## config.mk

```make
export PLATFORM = sky130hd
export DESIGN_NAME = qsv_front
export DESIGN_NICKNAME = d
export VERILOG_FILES = /design/src/qsv_pkg.sv /design/src/qsv_front.sv
export SDC_FILE = /design/constraint.sdc
export NUM_CORES = 1
export LEC_CHECK = 0
export ABC_AREA = 1
export BUFFER_PORTS_ARGS = -buffer_cell sky130_fd_sc_hd__buf_2
export CAP_MARGIN = 20
export CORE_AREA = 2 2 139 141
export DETAILED_ROUTE_END_ITERATION = 8
export DIE_AREA = 0 0 141 143
export SLEW_MARGIN = 20
export SYNTH_ARGS = -nofsm -noshare
export SYNTH_HDL_FRONTEND = slang
export SYNTH_SLANG_ARGS = --single-unit
```

## constraint.sdc

```tcl
create_clock -name vclk -period 3.3
set_clock_uncertainty 0.2 [all_clocks]
set_input_delay 0.66 -clock vclk [all_inputs]
set_output_delay 0.66 -clock vclk [all_outputs]
set_load 0.05 [all_outputs]
```

## src/qsv_pkg.sv

```systemverilog
// ----------------------------------------------------------------------------
// qsv_pkg
// Shared types, codes and constants of the state-vector gate engine.
// ----------------------------------------------------------------------------
`default_nettype none

package qsv_pkg;

	localparam int AMP_FRAC_BITS  = 16;
	localparam int AMP_W          = AMP_FRAC_BITS + 2;
	localparam int COEF_W         = 2 * AMP_W;
	localparam int NORM_W         = 48;
	localparam int MAX_QUBITS_DEF = 10;
	localparam int QDEPTH         = 2;
	localparam int QPW            = $clog2(QDEPTH);

	localparam logic [3:0] QC_RESET = 4'd10;

	localparam logic [2:0] OP_CLEAR = 3'd0;
	localparam logic [2:0] OP_GATE  = 3'd1;
	localparam logic [2:0] OP_SWAP  = 3'd2;
	localparam logic [2:0] OP_NORM  = 3'd3;
	localparam logic [2:0] OP_READ  = 3'd4;

	localparam logic [2:0] K_NOP   = 3'd0;
	localparam logic [2:0] K_CLEAR = 3'd1;
	localparam logic [2:0] K_GATE  = 3'd2;
	localparam logic [2:0] K_SWAP  = 3'd3;
	localparam logic [2:0] K_NORM  = 3'd4;
	localparam logic [2:0] K_READ  = 3'd5;

	localparam logic [1:0] ST_OK      = 2'd0;
	localparam logic [1:0] ST_RANGE   = 2'd1;
	localparam logic [1:0] ST_OVERLAP = 2'd2;

	typedef struct packed {
		logic [2:0]        kind;
		logic [1:0]        status;
		logic [3:0]        tq;
		logic [3:0]        sq;
		logic [9:0]        cm;
		logic [9:0]        idx;
		logic [COEF_W-1:0] c00;
		logic [COEF_W-1:0] c01;
		logic [COEF_W-1:0] c10;
		logic [COEF_W-1:0] c11;
	} cmd_t;

	typedef struct packed {
		logic [1:0]        status;
		logic [17:0]       re;
		logic [17:0]       im;
		logic [NORM_W-1:0] norm;
	} res_t;

endpackage

`default_nettype wire

```

## src/qsv_front.sv

```systemverilog
// ----------------------------------------------------------------------------
// qsv_front
// Accepts input beats, checks qubit indices, control mask and amplitude index,
// and classifies the operation.
`default_nettype none

module qsv_front (
	input  wire logic           s_tvalid,
	output logic                s_tready,
	input  wire logic [175:0]   s_tdata,
	input  wire logic [3:0]     eff_n,
	input  wire logic           q_full,
	output logic                push,
	output qsv_pkg::cmd_t       cmd
);
	import qsv_pkg::*;

	logic [2:0]  op;
	logic [3:0]  tq, sq;
	logic [9:0]  cm, idx;
	logic [16:0] size;
	logic        cm_hi, tq_bad, sq_bad, cm_on_t, cm_on_s;

	assign op  = s_tdata[2:0];
	assign tq  = s_tdata[6:3];
	assign sq  = s_tdata[10:7];
	assign cm  = s_tdata[20:11];
	assign idx = s_tdata[30:21];

	assign size    = 17'd1 << eff_n;
	assign cm_hi   = (cm >> eff_n) != 10'd0;
	assign tq_bad  = tq >= eff_n;
	assign sq_bad  = sq >= eff_n;
	assign cm_on_t = (cm & (10'd1 << tq)) != 10'd0;
	assign cm_on_s = (cm & (10'd1 << sq)) != 10'd0;

	assign s_tready = !q_full;
	assign push     = s_tvalid && !q_full;

	always_comb begin
		cmd.status = ST_OK;
		cmd.kind   = K_NOP;
		cmd.tq     = tq;
		cmd.sq     = sq;
		cmd.cm     = cm;
		cmd.idx    = idx;
		cmd.c00    = s_tdata[66:31];
		cmd.c01    = s_tdata[102:67];
		cmd.c10    = s_tdata[138:103];
		cmd.c11    = s_tdata[174:139];
		case (op)
			OP_CLEAR: cmd.kind = K_CLEAR;
			OP_GATE: begin
				if (tq_bad || cm_hi) cmd.status = ST_RANGE;
				else if (cm_on_t) cmd.status = ST_OVERLAP;
				else cmd.kind = K_GATE;
			end
			OP_SWAP: begin
				if (tq_bad || sq_bad) cmd.status = ST_RANGE;
				else if (tq == sq) cmd.kind = K_NOP;
				else if (cm_hi) cmd.status = ST_RANGE;
				else if (cm_on_t || cm_on_s) cmd.status = ST_OVERLAP;
				else cmd.kind = K_SWAP;
			end
			OP_NORM: cmd.kind = K_NORM;
			OP_READ: begin
				if ({7'd0, idx} >= size) cmd.status = ST_RANGE;
				else cmd.kind = K_READ;
			end
			default: cmd.kind = K_NOP;
		endcase
	end

endmodule

`default_nettype wire

```

# Yosys cells after proc, flatten, opt, wreduce, memory -nomap -nowiden
# Cells that the tools add are included.
# word_totals
output_inout_bits	179
ff_bits	0
# classes
eq_ne	5
bitwise	2
order_cmp	3
n_reduce_logical	9
mux	16
shifts	4
# ops
operator	n
nonzero test 10 bit	3
two-way mux 2 bit	12
AND 10 bit	2
<< shifter 1 x 4 -> 10 bit (first input constant)	2
greater-or-equal comparator 10 x 17 -> 1 bit	1
<< shifter 1 x 4 -> 17 bit (first input constant)	1
one-hot mux 3 bit (5 select lines)	1
right shift 10 x 4 -> 10 bit	1
greater-or-equal comparator 4 bit	2
equality test 3 x 2 -> 1 bit (second input constant)	2
one-hot mux 2 bit (3 select lines)	1
equality test 4 bit	1
equality test 3 x 1 -> 1 bit (second input constant)	1
equality test 3 bit (second input constant)	1
zero test 3 bit	1
logical OR 1 bit	3
two-way mux 3 bit	1
logical AND 1 bit	1
zero test 1 bit	1
two-way mux 1 bit	1

# Depth between registers and ports, before layout
# depth
depth_word	9
mapped_depth	16
mapped_depth_nobuf	15

# Worst setup path before layout
# Ideal clock, no wire load.
# synth_path
path_type	in2out
startpoint	input eff_n[0]
endpoint	output cmd[176] in the netlist's numbering
setup_slack_ns	0.095
n_path_buf	1
cell_stages	15
t_arrival_ns	2.345
t_required_ns	2.440
path_cell_list	buf_4 nor2_1 nand2_1 ha_1 nand2_1 nor2_1 nand2_1 nand3_1 nand2_1 nand2_1 nand2_1 nand2_1 nand2_1 nand2_1 o21ai_0
# synth_lines
item	line	source
from (decl)	qsv_front.sv:11	input wire logic [3:0] eff_n,
to (decl)	qsv_front.sv:14	output qsv_pkg::cmd_t cmd

==> impl_metrics.env <==
export IMPL_outcome="completed"
export IMPL_dp_hpwl_microns=6880
export IMPL_hold_viol_final=0
export IMPL_crit_fanout=5
export IMPL_grt_pass1_vias=1613
export IMPL_rows=50
export IMPL_postRouteAntennaNets=0
export IMPL_clkbuf_count=0
export IMPL_finalPower_uw=306
export IMPL_io_pins=361
export IMPL_routed_wl_microns=7720
export IMPL_fp_dieH_microns=143
export IMPL_period_share_pct=95.1
export IMPL_first_pass_iters=4
export IMPL_grt_setup_unrepaired="false"
export IMPL_diodes=0
export IMPL_dpl_instance_area_sq_um=1820
export IMPL_grt_ovfl_total=0
export IMPL_hold_buffers=0
export IMPL_layout_drive_gt1_share_pct=37.5
export IMPL_drc=0
export IMPL_tightest_slew_ps=418
export IMPL_synth_cell_types=21
export IMPL_syn2layout_area_growth_pct=-17.5
export IMPL_grt_start_max_net_pins=10
export IMPL_criticalPathCategory="in -> out"
export IMPL_multi_input_area_sq_um=978
export IMPL_gp_congestion=0.834
export IMPL_grt_pass1_wl_microns=10300
export IMPL_finalSetupViolCount=0
export IMPL_worst_hold_path_type="in -> out"
export IMPL_cellLeakagePower_uw=0.000995
export IMPL_clock_fmax_mhz=319
export IMPL_n_fill_cell=2159
export IMPL_maxCapViolations=0
export IMPL_maxSlewViolCount=0
export IMPL_drtIter0Drc=70
export IMPL_setup_slack_ps=161
export IMPL_end_kind="primary output"
export IMPL_post_drt_wl_per_cell_microns=14.9
export IMPL_crit_arrival_ps=2280
export IMPL_post_route_util_pct=10.4
export IMPL_relSlewSlack_pct=71.9
export IMPL_via_per_inst=3.36
export IMPL_nets=487
export IMPL_regArea_sq_um=0
export IMPL_synth_seq_area_share_pct=0
export IMPL_synth_area_sq_um=2340
export IMPL_crit_path_start_kind="input port"
export IMPL_netlist_instances=377
export IMPL_hold_worst_slack_ps=1120
export IMPL_core_region_area_sq_um=18600
export IMPL_p_per_area_nw_per_um2=158
export IMPL_numPortBuffers=72
export IMPL_die_area_sq_um=20200
export IMPL_vdd_drop_max_v=0.0000388
export IMPL_final_cell_area_sq_um=1930
export IMPL_required_ps=2440
export IMPL_via_count=1742
export IMPL_dp_slack_ps=-8.00
export IMPL_seq_cell_count=0
export IMPL_initial_utilization_pct=12.6
export IMPL_syn_area_per_cell_sq_um=6.21
export IMPL_antenna_found_initial=1
export IMPL_synth_warnings=0
export IMPL_grt_total_usage_pct=6.98
export IMPL_min_period_ps=3140
export IMPL_synth_nets=577
export IMPL_die_w_microns=141
timing repair:
action                                  CTS  global route
pin swaps                                 0             4
setup buffers                             0             0
endpoints found under the setup margin    1             5
resized for setup                         1            37
cell type report:
class	count	area share (%)
multi-input cells	168	50.6
inverters	32	6.21
repair buffers	85	28.0
well taps	234	15.1
synthesized netlist by cell type (2+ instances only):
| cell type | count | area share [%] |
|---|---|---|
| buf_2 | 2 | 0.43 |
| nor3_1 | 2 | 0.43 |
| ha_1 | 18 | 9.6 |
| nand3b_1 | 3 | 0.96 |
| inv_1 | 31 | 5.0 |
| nor2_1 | 30 | 4.8 |
| nand3_1 | 26 | 5.6 |
| a21oi_1 | 8 | 1.7 |
| nand2_1 | 63 | 10 |
| buf_4 | 174 | 56 |
| xnor2_1 | 4 | 1.5 |
| o21ai_0 | 7 | 1.5 |
worst max-delay path, cell delays in order:
cell and delay (ps):
buf_4 150, inv_2 90, nor2_2 100, nand2_1 80, ha_1 300, a21oi_1 160
o21a_1 130, nand2_1 50, nand2_1 60, nand2_2 60, nand2_1 70, nand2_2 60
o21ai_0 90, buf_4 220
cells in the final DEF, fill, tap and decap left out, drive strengths merged, types with 3 or more instances in the layout:
master and count:
inv 32, nor2 31, nand2 63, buf 85, a21oi 8, xnor2 4
o21ai 8, nand3b 3, ha 18, nand3 27
power breakdown:
| part | total (uW) | leakage [uW] | switching [uW] | internal [uW] |
|---|---|---|---|---|
| Combinational | 306 | 0.000995 | 203 | 102 |
| Sequential | 0 | 0 | 0 | 0 |
| Clock | 0 | 0 | 0 | 0 |
worst paths after layout:
path                   startpoint       end  slack (ps)  cells after the start
worst min-delay path  s_tdata[97]  cmd[102]        1120                      0
worst max-delay path     eff_n[3]  cmd[176]         160                     14
kinds of logic (layout without fill, tap and decap cells):
logic type / Yosys count / after routing / share of synthesized area, %
AOI/OAI and AO/OA: 17 / 17 / 3.74
xor gates and xnor gates: 4 / 4 / 1.50
adders and majority gates: 18 / 18 / 9.62
buffers and inverters: 209 / 117 / 61.8
and+or+nand+nor: 129 / 129 / 23.3
through the flow:
step	TNS, ps	cells
2_1_floorplan	0	377
3_3_place_gp	-5.34	519
3_5_place_dp	-8.00	519
4_1_cts	0	519
5_1_grt	0	519
6_report	0	519
layer usage:
metal	wire length, microns	track usage (%)	vias to the layer above
li1	-	-	814
met1	3050	8.11	699
met2	3180	10.4	149
met3	1000	3.35	76
met4	445	3.84	4
met5	48	1.50	-
No activity file was read; power rests on OpenSTA's default activity.
