--- src/qsv_pkg.sv ---
// ----------------------------------------------------------------------------
// qsv_pkg
// Shared types, codes and constants of the state-vector gate engine.
// ----------------------------------------------------------------------------
`default_nettype none

package qsv_pkg;

	localparam int AMP_FRAC_BITS  = 16;
	localparam int AMP_W          = AMP_FRAC_BITS + 2;
	localparam int COEF_W         = 2 * AMP_W;
	localparam int NORM_W         = 48;
	localparam int MAX_QUBITS_DEF = 10;
	localparam int QDEPTH         = 2;
	localparam int QPW            = $clog2(QDEPTH);

	localparam logic [3:0] QC_RESET = 4'd10;

	localparam logic [2:0] OP_CLEAR = 3'd0;
	localparam logic [2:0] OP_GATE  = 3'd1;
	localparam logic [2:0] OP_SWAP  = 3'd2;
	localparam logic [2:0] OP_NORM  = 3'd3;
	localparam logic [2:0] OP_READ  = 3'd4;

	localparam logic [2:0] K_NOP   = 3'd0;
	localparam logic [2:0] K_CLEAR = 3'd1;
	localparam logic [2:0] K_GATE  = 3'd2;
	localparam logic [2:0] K_SWAP  = 3'd3;
	localparam logic [2:0] K_NORM  = 3'd4;
	localparam logic [2:0] K_READ  = 3'd5;

	localparam logic [1:0] ST_OK      = 2'd0;
	localparam logic [1:0] ST_RANGE   = 2'd1;
	localparam logic [1:0] ST_OVERLAP = 2'd2;

	typedef struct packed {
		logic [2:0]        kind;
		logic [1:0]        status;
		logic [3:0]        tq;
		logic [3:0]        sq;
		logic [9:0]        cm;
		logic [9:0]        idx;
		logic [COEF_W-1:0] c00;
		logic [COEF_W-1:0] c01;
		logic [COEF_W-1:0] c10;
		logic [COEF_W-1:0] c11;
	} cmd_t;

	typedef struct packed {
		logic [1:0]        status;
		logic [17:0]       re;
		logic [17:0]       im;
		logic [NORM_W-1:0] norm;
	} res_t;

endpackage

`default_nettype wire

--- src/qsv_queue.sv ---
// ----------------------------------------------------------------------------
// qsv_queue
// Short command queue between the front and the back.
// ----------------------------------------------------------------------------
`default_nettype none

module qsv_queue (
	input  wire logic          clk,
	input  wire logic          arst_n,
	input  wire logic          push,
	input  wire qsv_pkg::cmd_t cmd_in,
	output logic               full,
	input  wire logic          pop,
	output logic               empty,
	output qsv_pkg::cmd_t      cmd_out
);
	import qsv_pkg::*;

	cmd_t           ent_q [QDEPTH];
	logic [QPW-1:0] wptr_q, rptr_q;
	logic [QPW:0]   cnt_q;

	assign full    = cnt_q == (QPW+1)'(QDEPTH);
	assign empty   = cnt_q == '0;
	assign cmd_out = ent_q[rptr_q];

	always_ff @(posedge clk) begin
		if (push) ent_q[wptr_q] <= cmd_in;
	end

	always_ff @(posedge clk or negedge arst_n) begin
		if (!arst_n) begin
			wptr_q <= '0;
			rptr_q <= '0;
			cnt_q  <= '0;
		end else begin
			if (push) wptr_q <= wptr_q + 1'b1;
			if (pop) rptr_q <= rptr_q + 1'b1;
			if (push && !pop) cnt_q <= cnt_q + 1'b1;
			else if (pop && !push) cnt_q <= cnt_q - 1'b1;
		end
	end

endmodule

`default_nettype wire

--- config.mk ---
export PLATFORM = sky130hd
export DESIGN_NAME = qsv_queue
export DESIGN_NICKNAME = d
export VERILOG_FILES = /design/src/qsv_pkg.sv /design/src/qsv_queue.sv
export SDC_FILE = /design/constraint.sdc
export NUM_CORES = 1
export LEC_CHECK = 0
export ABC_AREA = 1
export BUFFER_PORTS_ARGS = -buffer_cell sky130_fd_sc_hd__buf_2
export CAP_MARGIN = 15
export CORE_AREA = 2 2 187 171
export CTS_CLUSTER_DIAMETER = 200
export DETAILED_ROUTE_END_ITERATION = 7
export DIE_AREA = 0 0 189 173
export PLACE_DENSITY = 0.71
export SLEW_MARGIN = 0
export SYNTH_ARGS = -nofsm -noshare
export SYNTH_HDL_FRONTEND = slang
export SYNTH_SLANG_ARGS = --single-unit
--- constraint.sdc ---
create_clock -name clk -period 8.4 [get_ports clk]
set_clock_uncertainty 0.15 [all_clocks]
set_input_delay 0.84 -clock clk [delete_from_list [all_inputs] [get_ports clk]]
set_output_delay 0.84 -clock clk [all_outputs]
set_load 0.01 [all_outputs]
# Word-level counts from Yosys, hierarchy flattened
# Memory sizes are Yosys's and may differ from the RTL's.
# Cells that the tools add are included.
[classes] addsub=4 mux=4 n_eq_ne=1 n_reduce_logical=6
[ops] operator="2-to-1 mux 2 bit" count=2
[ops] operator="adder 1 bit, second input constant" count=2
[ops] operator="adder 2 x 1 -> 2 bit, second input constant" count=1
[ops] operator="equality test 2 bit, second input constant" count=1
[ops] operator="logical AND 1 bit" count=2
[ops] operator="zero test 1 bit" count=2
[ops] operator="zero test 2 bit" count=1
[ops] operator="2-to-1 mux 1 bit" count=2
[ops] operator="nonzero test 2 bit" count=1
[ops] operator="subtractor 2 x 1 -> 2 bit, second input constant" count=1
[totals] regBits=4 elab_cells=19 n_memories=1 mem_bits_rw=354
[memory_table] memory="ent_q" words=2 width=177 read_ports=1 rd_ports_with_merged_regs=0 write_ports=1 line_no="qsv_queue.sv:19" text="cmd_t ent_q [QDEPTH];"

# Depth between registers and ports, before layout
# Gate-level depths: netlist (run 1).
[logic_depth] word_depth=4 mapped_depth=7

# Least setup slack after synthesis (run 1)
# No wires, ideal clock.
[synth_timing] path_type="input port to flip-flop" start="in push" end="mem ent_q[0][0] in the netlist's numbering, enable pin" path_slack_ns=-0.750 arrival_ns=8.278 setup_ns=0.722 path_stages=2 n_path_buf=0 cell_sequence="inv_1 nor2_1"
[synth_between] elab_chain_len=2
[synth_lines] item="start: declaration" line_no="qsv_queue.sv:10" text="input wire logic push,"
[synth_lines] item="2-to-1 mux 1 bit" line_no="qsv_queue.sv:28" text="if (push) ent_q[wptr_q] <= cmd_in;"
[synth_lines] item="2-to-1 mux 1 bit (not written as such)" line_no="qsv_queue.sv:28"
[synth_lines] item="end: declaration" line_no="qsv_queue.sv:19"
# Every way passes these cells.

==> summary by stage, run 1 <==
Detailed routing
The routed design has about 26 mm of wire. For this run, the detailed router's first-pass iteration total came to 4. Once detail routing completed, the nets flagged for antenna violations numbered 0. After detailed routing, the number of vias per cell comes to 4.756. The total via count in the routed design is 6682.

For this run, design rule violations remaining after detail routing come to 0. After detailed routing, the average wire length per cell comes to 18.86 um. The detailed router finished its first iteration with 343 violations.

Logic synthesis
The count of cell types in the netlist is 14. Counting every net in the synthesized netlist gives approximately 760. The count of state elements after synthesis is 358. The per-instance average area after synthesis is 23.27 um2.

Synthesis handed over a netlist of 576 instances. The mux contribution to synthesized area is roughly 18%. After synthesis, the largest family of logic cells by area is multiplexers. The sequential-to-total area share from yosys stat is 80.06%. After synthesis the cells add up to between 10000 and 15000 um2. Summing the areas of all compound-gate instances in the mapped netlist gives 0% of the synthesized area. During synthesis, Yosys emitted a total of 0 warnings. The post-synthesis share of cell area spent on and, or, nand and nor gates is 0.3081%.

The adder-cell share of the synthesized area is less than 1%. The synthesized-area fraction occupied by xor and xnor cells is 0.1960%.

Job
The max capacitance violation total is 0.

Critical path
The source of the critical timing path is rptr_q$_DFFE_PN0P_. The largest single stage delay on the critical path is 980 ps. In this run the critical register-to-register path is launched from wptr_q$_DFFE_PN0P_. The critical path in this run is classified as reg2out.

Among all stages on the critical path, the largest delay is contributed by dfrtp_4. The endpoint identified for the worst register-to-register timing path is ent_q[0][78]$_DFFE_PP_. The signal on the critical path passes through buf_4 > mux2_2 > buf_2. The dominant delay contributor by cell family on the critical path is buffers and inverters.

The number of cells on the worst reg-to-reg path is 2. The type of origin of the critical path is a flop. The worst setup path is captured at an output port. In this run the worst path has a maximum fanout of 65. The register-to-register path setup slack is around 5700 ps. At the worst endpoint, the required time is approximately 7400 ps. Counting both buffers and inverters, the worst setup path holds a total of 2.

Data arrives at the worst endpoint at approximately 3100 ps.

Die
The floorplan has about 60 rows. From bottom edge to top edge, the die measures 173 um. The region available for standard cell placement spans 30610 um2. The die outline area is between 30000 and 40000 um2.

The floorplan die width is 189 um. During I/O placement, the number of pins put on the boundary was 360. The starting utilization of the core area is a little over two fifths.

Clocking
The CTS H-tree depth is 2. The clock net sink count is 358. The clock latency on the worst-skew pair is ~500 ps.

The setup fix buffers added after clock tree synthesis is 0. The number of buffers on the longest clock path is 3. Clock-pin slew was measured on the worst setup and hold paths at around 60 ps. The total clock buffers created by CTS is 38. The number of gates resized after CTS was 0.

The clock tree from TritonCTS is done. The master cell of the clock root buffer is clkbuf_16.

Worst hold path
Counting instances, the worst hold path has a depth of 1. The sink of the worst hold path is ent_q[0][19]$_DFFE_PP_. The tightest min-delay check is of the in2reg type. The startpoint identified for the worst hold timing path is cmd_in[19].

STA
The number of endpoints failing setup at the final stage is 0. Setup repair after global routing left no endpoint under its margin. Of the available clock period, the critical path in the final layout requires about half.

Measured against its own limit, the worst slew margin works out to 26.73%. The number of hold violations in the final report was 0. Static timing analysis puts the maximum clock frequency at between 200 and 250 MHz.

The number of max-slew violations in the final report was 0. The post-route minimum period is 4063 ps. For the pin with the worst max-slew slack, the measured transition is roughly 1100 ps. Adding up every negative setup slack in the final design gives 0 ps.

Cells and area
In the layout the commonest cells are buf_2 (359), edfxtp_1 (354), mux2_4 (101). The final core utilization is 54.61%. The number of filler instances in the final layout is 2431. The non-filler instance count after layout is 1405. The layout-stage area growth over the synthesis result is 24.70%. In the final design database the tool counted 1144 nets. The fraction of layout instances using a drive strength above 1 is ~60%. The leading cell type in the layout, fill and taps excluded is buf_2.

Placement
Once detailed placement completed, the half-perimeter wirelength came to 17.67 mm. Routability-driven placement finished with a final weighted congestion of 0.7866. Buffers placed on the I/O ports in this run total 359.

After detailed placement, the design holds a cell count of about 1300.

Global routing
The fraction of met1 tracks used by global routing is 19.29%. The aggregate global-route resource usage is 15.66%. The met3 usage is 5.379%. The number of global-route vias before repair came to about 7000. The busiest metal layer after global routing is met2. The initial antenna violation count is 7. The total overflow reported by the global router is 0. The first-pass GRT wire length is approximately 40 mm. For met2 alone, demand over resource in global routing was between 20 and 30%. Entering global routing, the biggest net connects 73 pins.

Power
The switching share of total power is 28.42%. The sequential cell fraction of total power is 44.5%. Internal power comes to just over 4 mW. The net switching power is ~1.6 mW.

The fraction of power consumed by combinational cells is 29.0%. The worst supply voltage drop on vdd is 243.8 uV. The total power of the final layout is between 5 and 6 mW. The total leakage power is 6.560 nW.

The clock network burns 26.5% of the power. Dividing total power by cell area gives a power density of 338.2 nW/um2.

Status
The run finished with clean final reports.
cell type report:
type | instances | area (um2) | area share [%]
clock inverters | 17 | 87.58 | 0.5240
diodes | 5 | 12.51 | 0.07486
multi-input cells | 191 | 2460 | 14.72
clock buffers | 52 | 1025 | 6.131
flip-flops and latches | 358 | 10730 | 64.22
well taps | 409 | 511.7 | 3.062
repair buffers | 366 | 1852 | 11.08
inverters | 7 | 31.28 | 0.1872
power by group through the flow:
stage | combinational, mW | clock [mW] | sequential [mW]
after floorplan | 1.19 | 0 | 2.52
after global placement | 1.65 | 0 | 2.55
after detailed placement | 1.66 | 0 | 2.56
after CTS | 1.67 | 1.54 | 2.53
after global routing | 1.76 | 1.61 | 2.55
final | 1.64 | 1.50 | 2.52
how the worst max path moves through the flow:
stage	end	cells past startpoint
global placement	cmd_out[17]	3
floorplan	ent_q[0][0]$_DFFE_PP_	2
global route	cmd_out[3]	3
finish	cmd_out[9]	3
CTS	cmd_out[3]	3
detailed placement	cmd_out[3]	3
kinds of logic after synthesis:
group | after synthesis
fa+ha+maj | 1
simple gates | 10
flops | 358
mux | 177
buf+inv | 27
xor+xnor | 3
state kept, by name, summed over array words and instances (netlist names):
name    cells
ent_q     354
cnt_q       2
wptr_q      1
rptr_q      1
layer usage:
layer | wire [um] | vias up
li1 | - | 3074
met1 | 10430 | 3239
met2 | 12800 | 297
met3 | 2470 | 66
met4 | 767 | 6
met5 | 38 | -
timing repair:
action | CTS | global route
endpoints found under the hold margin | 4 | 0
hold buffers | 1 | 0
endpoints found under the setup margin | 0 | 0
synthesized netlist by cell type:
library cell	count	area share (%)
inv_1	7	0.20
buf_6	15	1.3
xnor2_1	1	0.065
nand4_1	1	0.047
nor2_1	3	0.084
buf_2	5	0.19
edfxtp_1	354	79
mux2_4	101	11
mux2_2	76	6.4
nand3_1	1	0.037
dfrtp_1	4	0.75
ha_1	1	0.093
nand2_1	5	0.14
xor2_1	2	0.13
per-stage QoR:
step | hold WS [ps] | instance area (um2) | setup slack, ps
after floorplan | 313.1 | 13410 | 2342
after global placement | 340.0 | 15580 | 4839
after detailed placement | 349.0 | 15580 | 4798
after CTS | 337.4 | 16700 | 4245
after global routing | 344.4 | 16710 | 4126
final | 368.5 | 16710 | 4337
No activity file was read; power rests on OpenSTA's default activity.
==> inputs of run 2 (changes only) <==
--- a/config.mk
+++ b/config.mk
@@ -12,7 +12,7 @@
 export CTS_CLUSTER_DIAMETER = 200
 export DETAILED_ROUTE_END_ITERATION = 7
 export DIE_AREA = 0 0 189 173
-export PLACE_DENSITY = 0.71
+export PLACE_DENSITY = 0.68
 export SLEW_MARGIN = 0
 export SYNTH_ARGS = -nofsm -noshare
 export SYNTH_HDL_FRONTEND = slang
==> constraint.sdc (replaced) <==
create_clock -name clk -period 4.2 [get_ports clk]
set_clock_uncertainty 0.15 [all_clocks]
set_input_delay 0.42 -clock clk [delete_from_list [all_inputs] [get_ports clk]]
set_output_delay 0.42 -clock clk [all_outputs]
set_load 0.01 [all_outputs]
==> run 2 against run 1 <==
  * Core utilization increased by 6.3 points
  * Final cell count increased by 13%
  * Non-clock buffer count increased by 183
  * Setup slack got worse by 3100 ps
  * Routed wire length increased by 7.7%
  * First-iteration DRC count increased by 42%
  * Global-route usage increased by 1.3 points
  * Largest cell class unchanged
  * Highest routed layer is now met4
==> summary by stage, run 2 (synthesized netlist as in run 1, its figures left out) <==
STA
The transition time at the pin with the least slew margin was 1005 ps (was 1099 ps). The worst relative slew slack is 32.99% (was 26.73%). The maximum frequency from static timing analysis is 332.6 MHz. The post-route minimum period is 3006 ps. The number of max-slew violations in the final report is 0 (unchanged). The number of hold violations in the final report is 0 (unchanged). After layout, the worst path uses between 70 and 80% of the clock period.

The number of endpoints failing setup at the final stage is 0 (unchanged). The post-route worst hold slack came to 110.2 ps (was 368.5 ps). Setup repair after global routing missed its margin: false (unchanged). The setup total negative slack was 0 ps (unchanged).

Cells and area
The final core utilization was 60.87% (was 54.61%). The combined area of the multi-input logic cells is 2460 um2 (unchanged). The post-route cell area is 18630 um2 (was 16710 um2). The leading cell type in the layout, fill and taps excluded is buf_2 (unchanged).

The number of diodes is 0 (was 5). The fraction of layout instances using a drive strength above 1 was 50.85% (was 59.74%). The total number of nets in the final design came to 1326 (was 1144). The number of filler instances in the final layout is 2231 (was 2431). The footprint of the flip-flops and latches is 10730 um2 (unchanged). Top flop regs: ent_q x354, cnt_q x2 (unchanged). The layout-stage area growth over the synthesis result came to 38.99% (was 24.70%).

The flip-flop count of the largest register after layout was 354 (unchanged). Commonest non-fill, non-tap cells in the layout: buf_2 (359), edfxtp_1 (354), dlygate4sd3_1 (180) (was buf_2 (359), edfxtp_1 (354), mux2_4 (101)). The most flop-heavy register is ent_q (unchanged).

Detailed routing
The remaining number of nets flagged by the antenna check after routing came to 0 (unchanged). The number of remaining DRC errors is 0 (unchanged). The total via count in the routed design is 7465 (was 6682).

The total detailed-routing wirelength is 28.54 mm (was 26.50 mm). The routed wire length per instance is 18.05 um (was 18.86 um). The number of DRC markers after the initial detailed-route iteration is 486 (was 343).

The number of iterations in the first detailed-routing pass came to 5 (was 4). The detailed-route vias per instance is 4.722 (was 4.756).

Clocking
The master cell of the clock root buffer is clkbuf_16 (unchanged). The total clock buffers created by CTS is 37 (was 38). The number of buffers on the longest clock path was 3 (unchanged). The number of buffers inserted for hold repair after clock tree synthesis is 180 (was 1). The clock latency on the worst-skew pair is 500 ps (about the same). The CTS H-tree depth is 2 (unchanged). The clock net sink count was 358 (unchanged). The register clock-pin slew on the reported worst setup and hold paths is 60 ps (about the same).

The number of gates given a new drive strength after cts was 0 (unchanged). The setup fix buffers added after clock tree synthesis came to 0 (unchanged). The clock tree from TritonCTS is done (unchanged).

Global routing
The initial antenna violation count is 0 (was 7). The busiest metal layer after global routing is met2 (unchanged). The fraction of met1 tracks used by global routing is 20.99% (was 19.29%).

The met2 global-route usage is 28.36% (was 25.79%). The total overflow reported by the global router came to 0 (unchanged). The number of global-route vias before repair is 7906 (was 6936). The met3 usage is 4.851% (was 5.379%). The aggregate global-route resource usage was 16.94% (was 15.66%). The maximum number of pins on one net before global-route repair came to 90 (was 73).

The first-pass GRT wire length came to 43.06 mm (was 39.51 mm).

Die
The starting utilization of the core area is 43.79% (unchanged). The die outline area is 32700 um2 (unchanged). The floorplan die width came to 189 um (unchanged). The die boundary height is 173 um (unchanged).

The core region area is 30610 um2 (unchanged). The row count is 61 (unchanged). The number of placed I/O pins came to 360 (unchanged).

Critical path
The data arrival time of the critical path was 2440 ps (was 3070 ps). The highest fanout seen on the critical path is 51 (was 65). The critical path endpoint category is an output port (unchanged). The number of cells traversed by the worst register-to-register path was 3 (was 2).

The kind of critical path was reg2out (unchanged). The required time of the critical path is 3630 ps (was 7410 ps). The type of origin of the critical path is a flop (unchanged).

Job
The max capacitance violation total is 0 (unchanged).

Power
The total power of the final layout came to 11.65 mW (was 5.653 mW). The worst supply voltage drop on vdd is 483.9 uV (was 243.8 uV). The areal power density over the cells is 625.6 nW/um2 (was 338.2 nW/um2).

The total leakage power is 7.366 nW (was 6.560 nW).

Worst hold path
The class of the tightest hold or removal check is in2async (was in2reg).

Placement
The half-perimeter wire length of the detailed placement result is 17.54 mm (was 17.67 mm). The count of buffers from port buffering is 359 (unchanged). The weighted congestion at the end of routability-driven global placement is 0.7301 (was 0.7866).

The cell area after placement is 15680 um2 (was 15580 um2).

Status
Result of the run: complete, no violations (unchanged).
## run 2: layout make-up
type | count | area share, %
multi-input cells | 191 | 13.20
inverters | 7 | 0.1612
flip-flops and latches | 358 | 57.62
well taps | 409 | 2.747
repair buffers | 549 | 20.12
clock inverters | 15 | 0.6448
clock buffers | 52 | 5.501
## run 2: report_power, final
part           switching [mW]  leakage (nW)  internal [mW]
clock                    1.26         0.559           1.82
sequential              0.277          3.37           4.74
combinational            1.76          3.44           1.79
## run 2: routing by layer
layer / wire, um / vias to the layer above
met4: 983 / 0
li1: - / 3417
met1: 11580 / 3648
met3: 2237 / 75
met5: 0 / -
met2: 13740 / 325
## run 2: metrics by stage
step	worst slack, ps	instances
2_1_floorplan	514.0	576
3_3_place_gp	1657	1334
3_5_place_dp	1658	1334
4_1_cts	1154	1581
5_1_grt	1109	1581
6_report	1194	1581
## run 2: worst paths after layout
path | end | slack (ps) | start
max in group asynchronous | rptr_q$_DFFE_PN0P_ | 3640 | arst_n
worst max-delay path | cmd_out[35] | 1190 | rptr_q$_DFFE_PN0P_
worst min register to register | cnt_q[1]$_DFFE_PN0P_ | 370 | cnt_q[1]$_DFFE_PN0P_
worst max register to register | ent_q[1][138]$_DFFE_PP_ | 1760 | wptr_q$_DFFE_PN0P_
min in group clk | cnt_q[1]$_DFFE_PN0P_ | 370 | cnt_q[1]$_DFFE_PN0P_
worst min-delay path | cnt_q[1]$_DFFE_PN0P_ | 110 | arst_n
## run 2: worst max-delay path: stages, from the launching register on
cell and delay, ps:
dfrtp_4 980, buf_12 370, mux2_4 340, buf_2 140
==> inputs of run 3 (changes only) <==
==> constraint.sdc (replaced) <==
create_clock -name clk -period 2.9 [get_ports clk]
set_clock_uncertainty 0.15 [all_clocks]
set_input_delay 0.29 -clock clk [delete_from_list [all_inputs] [get_ports clk]]
set_output_delay 0.29 -clock clk [all_outputs]
set_load 0.01 [all_outputs]
==> run 3 against run 2 <==
  * First-iteration DRC count decreased by 21%
  * Clock-buffer cell count unchanged
  * Core utilization increased by 0.36 points
  * Critical path type unchanged
  * Die area unchanged
  * Critical endpoint is now cmd_out[104]
  * Sequential power rose by 44%
==> summary by stage, run 3 (synthesized netlist as in run 1, its figures left out) <==
Cells and area
The fraction of layout instances using a drive strength above 1 came to 50.89% (was 50.85%). The number of diodes is 0 (unchanged). Commonest non-fill, non-tap cells in the layout: buf_2 (359), edfxtp_1 (354), dlygate4sd3_1 (181) (was buf_2 (359), edfxtp_1 (354), dlygate4sd3_1 (180)). The most flop-heavy register is ent_q (unchanged).

The number of filler instances in the final layout was 2188 (was 2231). The non-filler instance count after layout is 1584 (was 1581). The final core utilization came to 61.23% (was 60.87%). The total number of nets in the final design came to 1328 (was 1326). The leading cell type in the layout, fill and taps excluded is buf_2 (unchanged). The layout-stage area growth over the synthesis result was 39.81% (was 38.99%). Top flop regs: ent_q x354, cnt_q x2 (unchanged).

The flip-flop count of the largest register after layout was 354 (unchanged).

Clocking
The total clock buffers created by CTS was 37 (unchanged). The number of gates given a new drive strength after cts is 0 (unchanged). The clock latency on the worst-skew pair is 510 ps (was 500 ps).

The setup fix buffers added after clock tree synthesis came to 0 (unchanged). The number of buffers on the longest clock path is 3 (unchanged). The number of buffers inserted for hold repair after clock tree synthesis came to 181 (was 180). The register clock-pin slew on the reported worst setup and hold paths is 60 ps (about the same). The clock net sink count is 358 (unchanged).

The CTS H-tree depth is 2 (unchanged). The master cell of the clock root buffer is clkbuf_16 (unchanged). The clock tree from TritonCTS is done (unchanged).

Critical path
The buffering stage count on the worst path with inverters included came to 2 (unchanged). The required time of the critical path is 2460 ps (was 3630 ps). The kind of critical path is reg2out (unchanged). The critical path endpoint category is an output port (unchanged). The data arrival time of the critical path was 2220 ps (was 2440 ps).

The register-to-register path setup slack came to 830 ps (was 1760 ps). The longest individual stage delay on the worst path is 810 ps (was 980 ps). The critical path's slowest cell is dfrtp_4 (unchanged). The dominant delay contributor by cell family on the critical path is flip-flops (unchanged). The highest fanout seen on the critical path came to 31 (was 51). The type of origin of the critical path is a flop (unchanged). Worst path cell trace: buf_4 > mux2_4 > buf_2 (was buf_12 > mux2_4 > buf_2).

Global routing
The initial antenna violation count was 0 (unchanged). The first-pass GRT wire length is 42.97 mm (was 43.06 mm). The total overflow reported by the global router is 0 (unchanged). The aggregate global-route resource usage came to 16.85% (was 16.94%).

The number of global-route vias before repair is 7931 (was 7906). The maximum number of pins on one net before global-route repair is 178 (was 90).

Power
The fraction of power consumed by combinational cells is 30.6% (was 30.5%). The areal power density over the cells was 911.6 nW/um2 (was 625.6 nW/um2). The switching share of total power is 27.96% (was 28.28%). The worst supply voltage drop on vdd is 492.5 uV (was 483.9 uV). The sequential cell fraction of total power was 42.3% (was 43.1%). The total internal power is 12.31 mW (was 8.358 mW). The part of the total power dissipated in the clock network was 27.0% (was 26.5%). The total leakage power is 7.404 nW (was 7.366 nW). The total power of the final layout is 17.08 mW (was 11.65 mW). The net switching power is 4.776 mW (was 3.295 mW).

Detailed routing
The number of DRC markers after the initial detailed-route iteration came to 383 (was 486). The remaining number of nets flagged by the antenna check after routing is 0 (unchanged). The number of remaining DRC errors was 0 (unchanged).

The total detailed-routing wirelength was 28.34 mm (was 28.54 mm). The detailed-route vias per instance is 4.704 (was 4.722). The total via count in the routed design was 7451 (was 7465). The routed wire length per instance is 17.89 um (was 18.05 um). The number of iterations in the first detailed-routing pass is 4 (was 5).

Die
The number of placed I/O pins is 360 (unchanged). The starting utilization of the core area came to 43.79% (unchanged). The core region area is 30610 um2 (unchanged). The die boundary height came to 173 um (unchanged).

The row count is 61 (unchanged). The die outline area is 32700 um2 (unchanged). The floorplan die width was 189 um (unchanged).

Placement
The count of buffers from port buffering is 359 (unchanged). The minimum setup slack after placement came to 752.8 ps (was 1658 ps). The weighted congestion at the end of routability-driven global placement is 0.7497 (was 0.7301).

The half-perimeter wire length of the detailed placement result was 17.47 mm (was 17.54 mm). The placed cell count is 1335 (was 1334).

Status
Result of the run: complete, no violations (unchanged).

Worst hold path
The class of the tightest hold or removal check is in2reg (was in2async).

STA
The number of endpoints failing setup at the final stage was 0 (unchanged). The post-route clock period utilization is a little over 90%. The maximum frequency from static timing analysis is 376.4 MHz. The setup slack of the critical path after layout came to 243.2 ps (was 1194 ps).

Setup repair after global routing missed its margin: false (unchanged). The post-route worst hold slack is 358.1 ps (was 110.2 ps). The number of max-slew violations in the final report was 0 (unchanged). The transition time at the pin with the least slew margin is 1163 ps (was 1005 ps). The routed design could run at a clock period as short as 2657 ps. The worst relative slew slack is 22.48% (was 32.99%). The number of hold violations in the final report is 0 (unchanged).

Job
The max capacitance violation total was 0 (unchanged).
-- run 3: cell count changes in the layout (fill, tap and decap cells not counted), sizes merged --
cell         delta
clkinvlp        +1
dlygate4sd3     +1
buf             +1
bufinv          +1
clkinv          -1
-- run 3: final timing paths --
path | from | to | cells past startpoint
worst min register to register | cnt_q[1]$_DFFE_PN0P_ | cnt_q[1]$_DFFE_PN0P_ | 2
max in group asynchronous | arst_n | rptr_q$_DFFE_PN0P_ | 3
worst max-delay path | rptr_q$_DFFE_PN0P_ | cmd_out[104] | 3
min in group asynchronous | arst_n | cnt_q[1]$_DFFE_PN0P_ | 3
worst min-delay path | cmd_in[74] | ent_q[0][74]$_DFFE_PP_ | 2
worst max register to register | wptr_q$_DFFE_PN0P_ | ent_q[1][140]$_DFFE_PP_ | 3
-- run 3: final cells by class --
| type | instances | area, um2 | area share (%) |
|---|---|---|---|
| clock inverters | 16 | 152.6 | 0.8146 |
| clock buffers | 52 | 1045 | 5.575 |
| repair buffers | 551 | 3804 | 20.30 |
| inverters | 7 | 30.03 | 0.1602 |
| multi-input cells | 191 | 2462 | 13.14 |
| flip-flops and latches | 358 | 10730 | 57.28 |
| well taps | 409 | 511.7 | 2.731 |
-- run 3: per-stage QoR --
step / setup TNS (ps) / area, um2
finish: 0 / 18740
global route: 0 / 18740
CTS: 0 / 18740
detailed placement: 0 / 15730
global placement: 0 / 15730
floorplan: -263320 / 13420
-- run 3: power groups by stage --
stage / clock network, mW / registers [mW] / logic [mW]
5_1_grt: 4.93 / 7.33 / 5.57
2_1_floorplan: 0 / 7.22 / 3.44
3_5_place_dp: 0 / 7.34 / 5.07
6_report: 4.62 / 7.23 / 5.24
3_3_place_gp: 0 / 7.29 / 5.04
4_1_cts: 4.74 / 7.24 / 5.28
-- run 3: layer usage --
| layer | wire length, um | vias up | global-route usage, % |
|---|---|---|---|
| met4 | 784 | 0 | 5.501 |
| met5 | 0 | - | 0 |
| met2 | 14190 | 292 | 29.38 |
| li1 | - | 3430 | - |
| met1 | 11160 | 3672 | 20.04 |
| met3 | 2199 | 57 | 4.871 |
-- run 3: worst register-to-register path, cell delays in order (launching register included) --
cell and delay (ps):
dfrtp_1 440, nand2_2 90, clkinvlp_4 90, buf_12 590
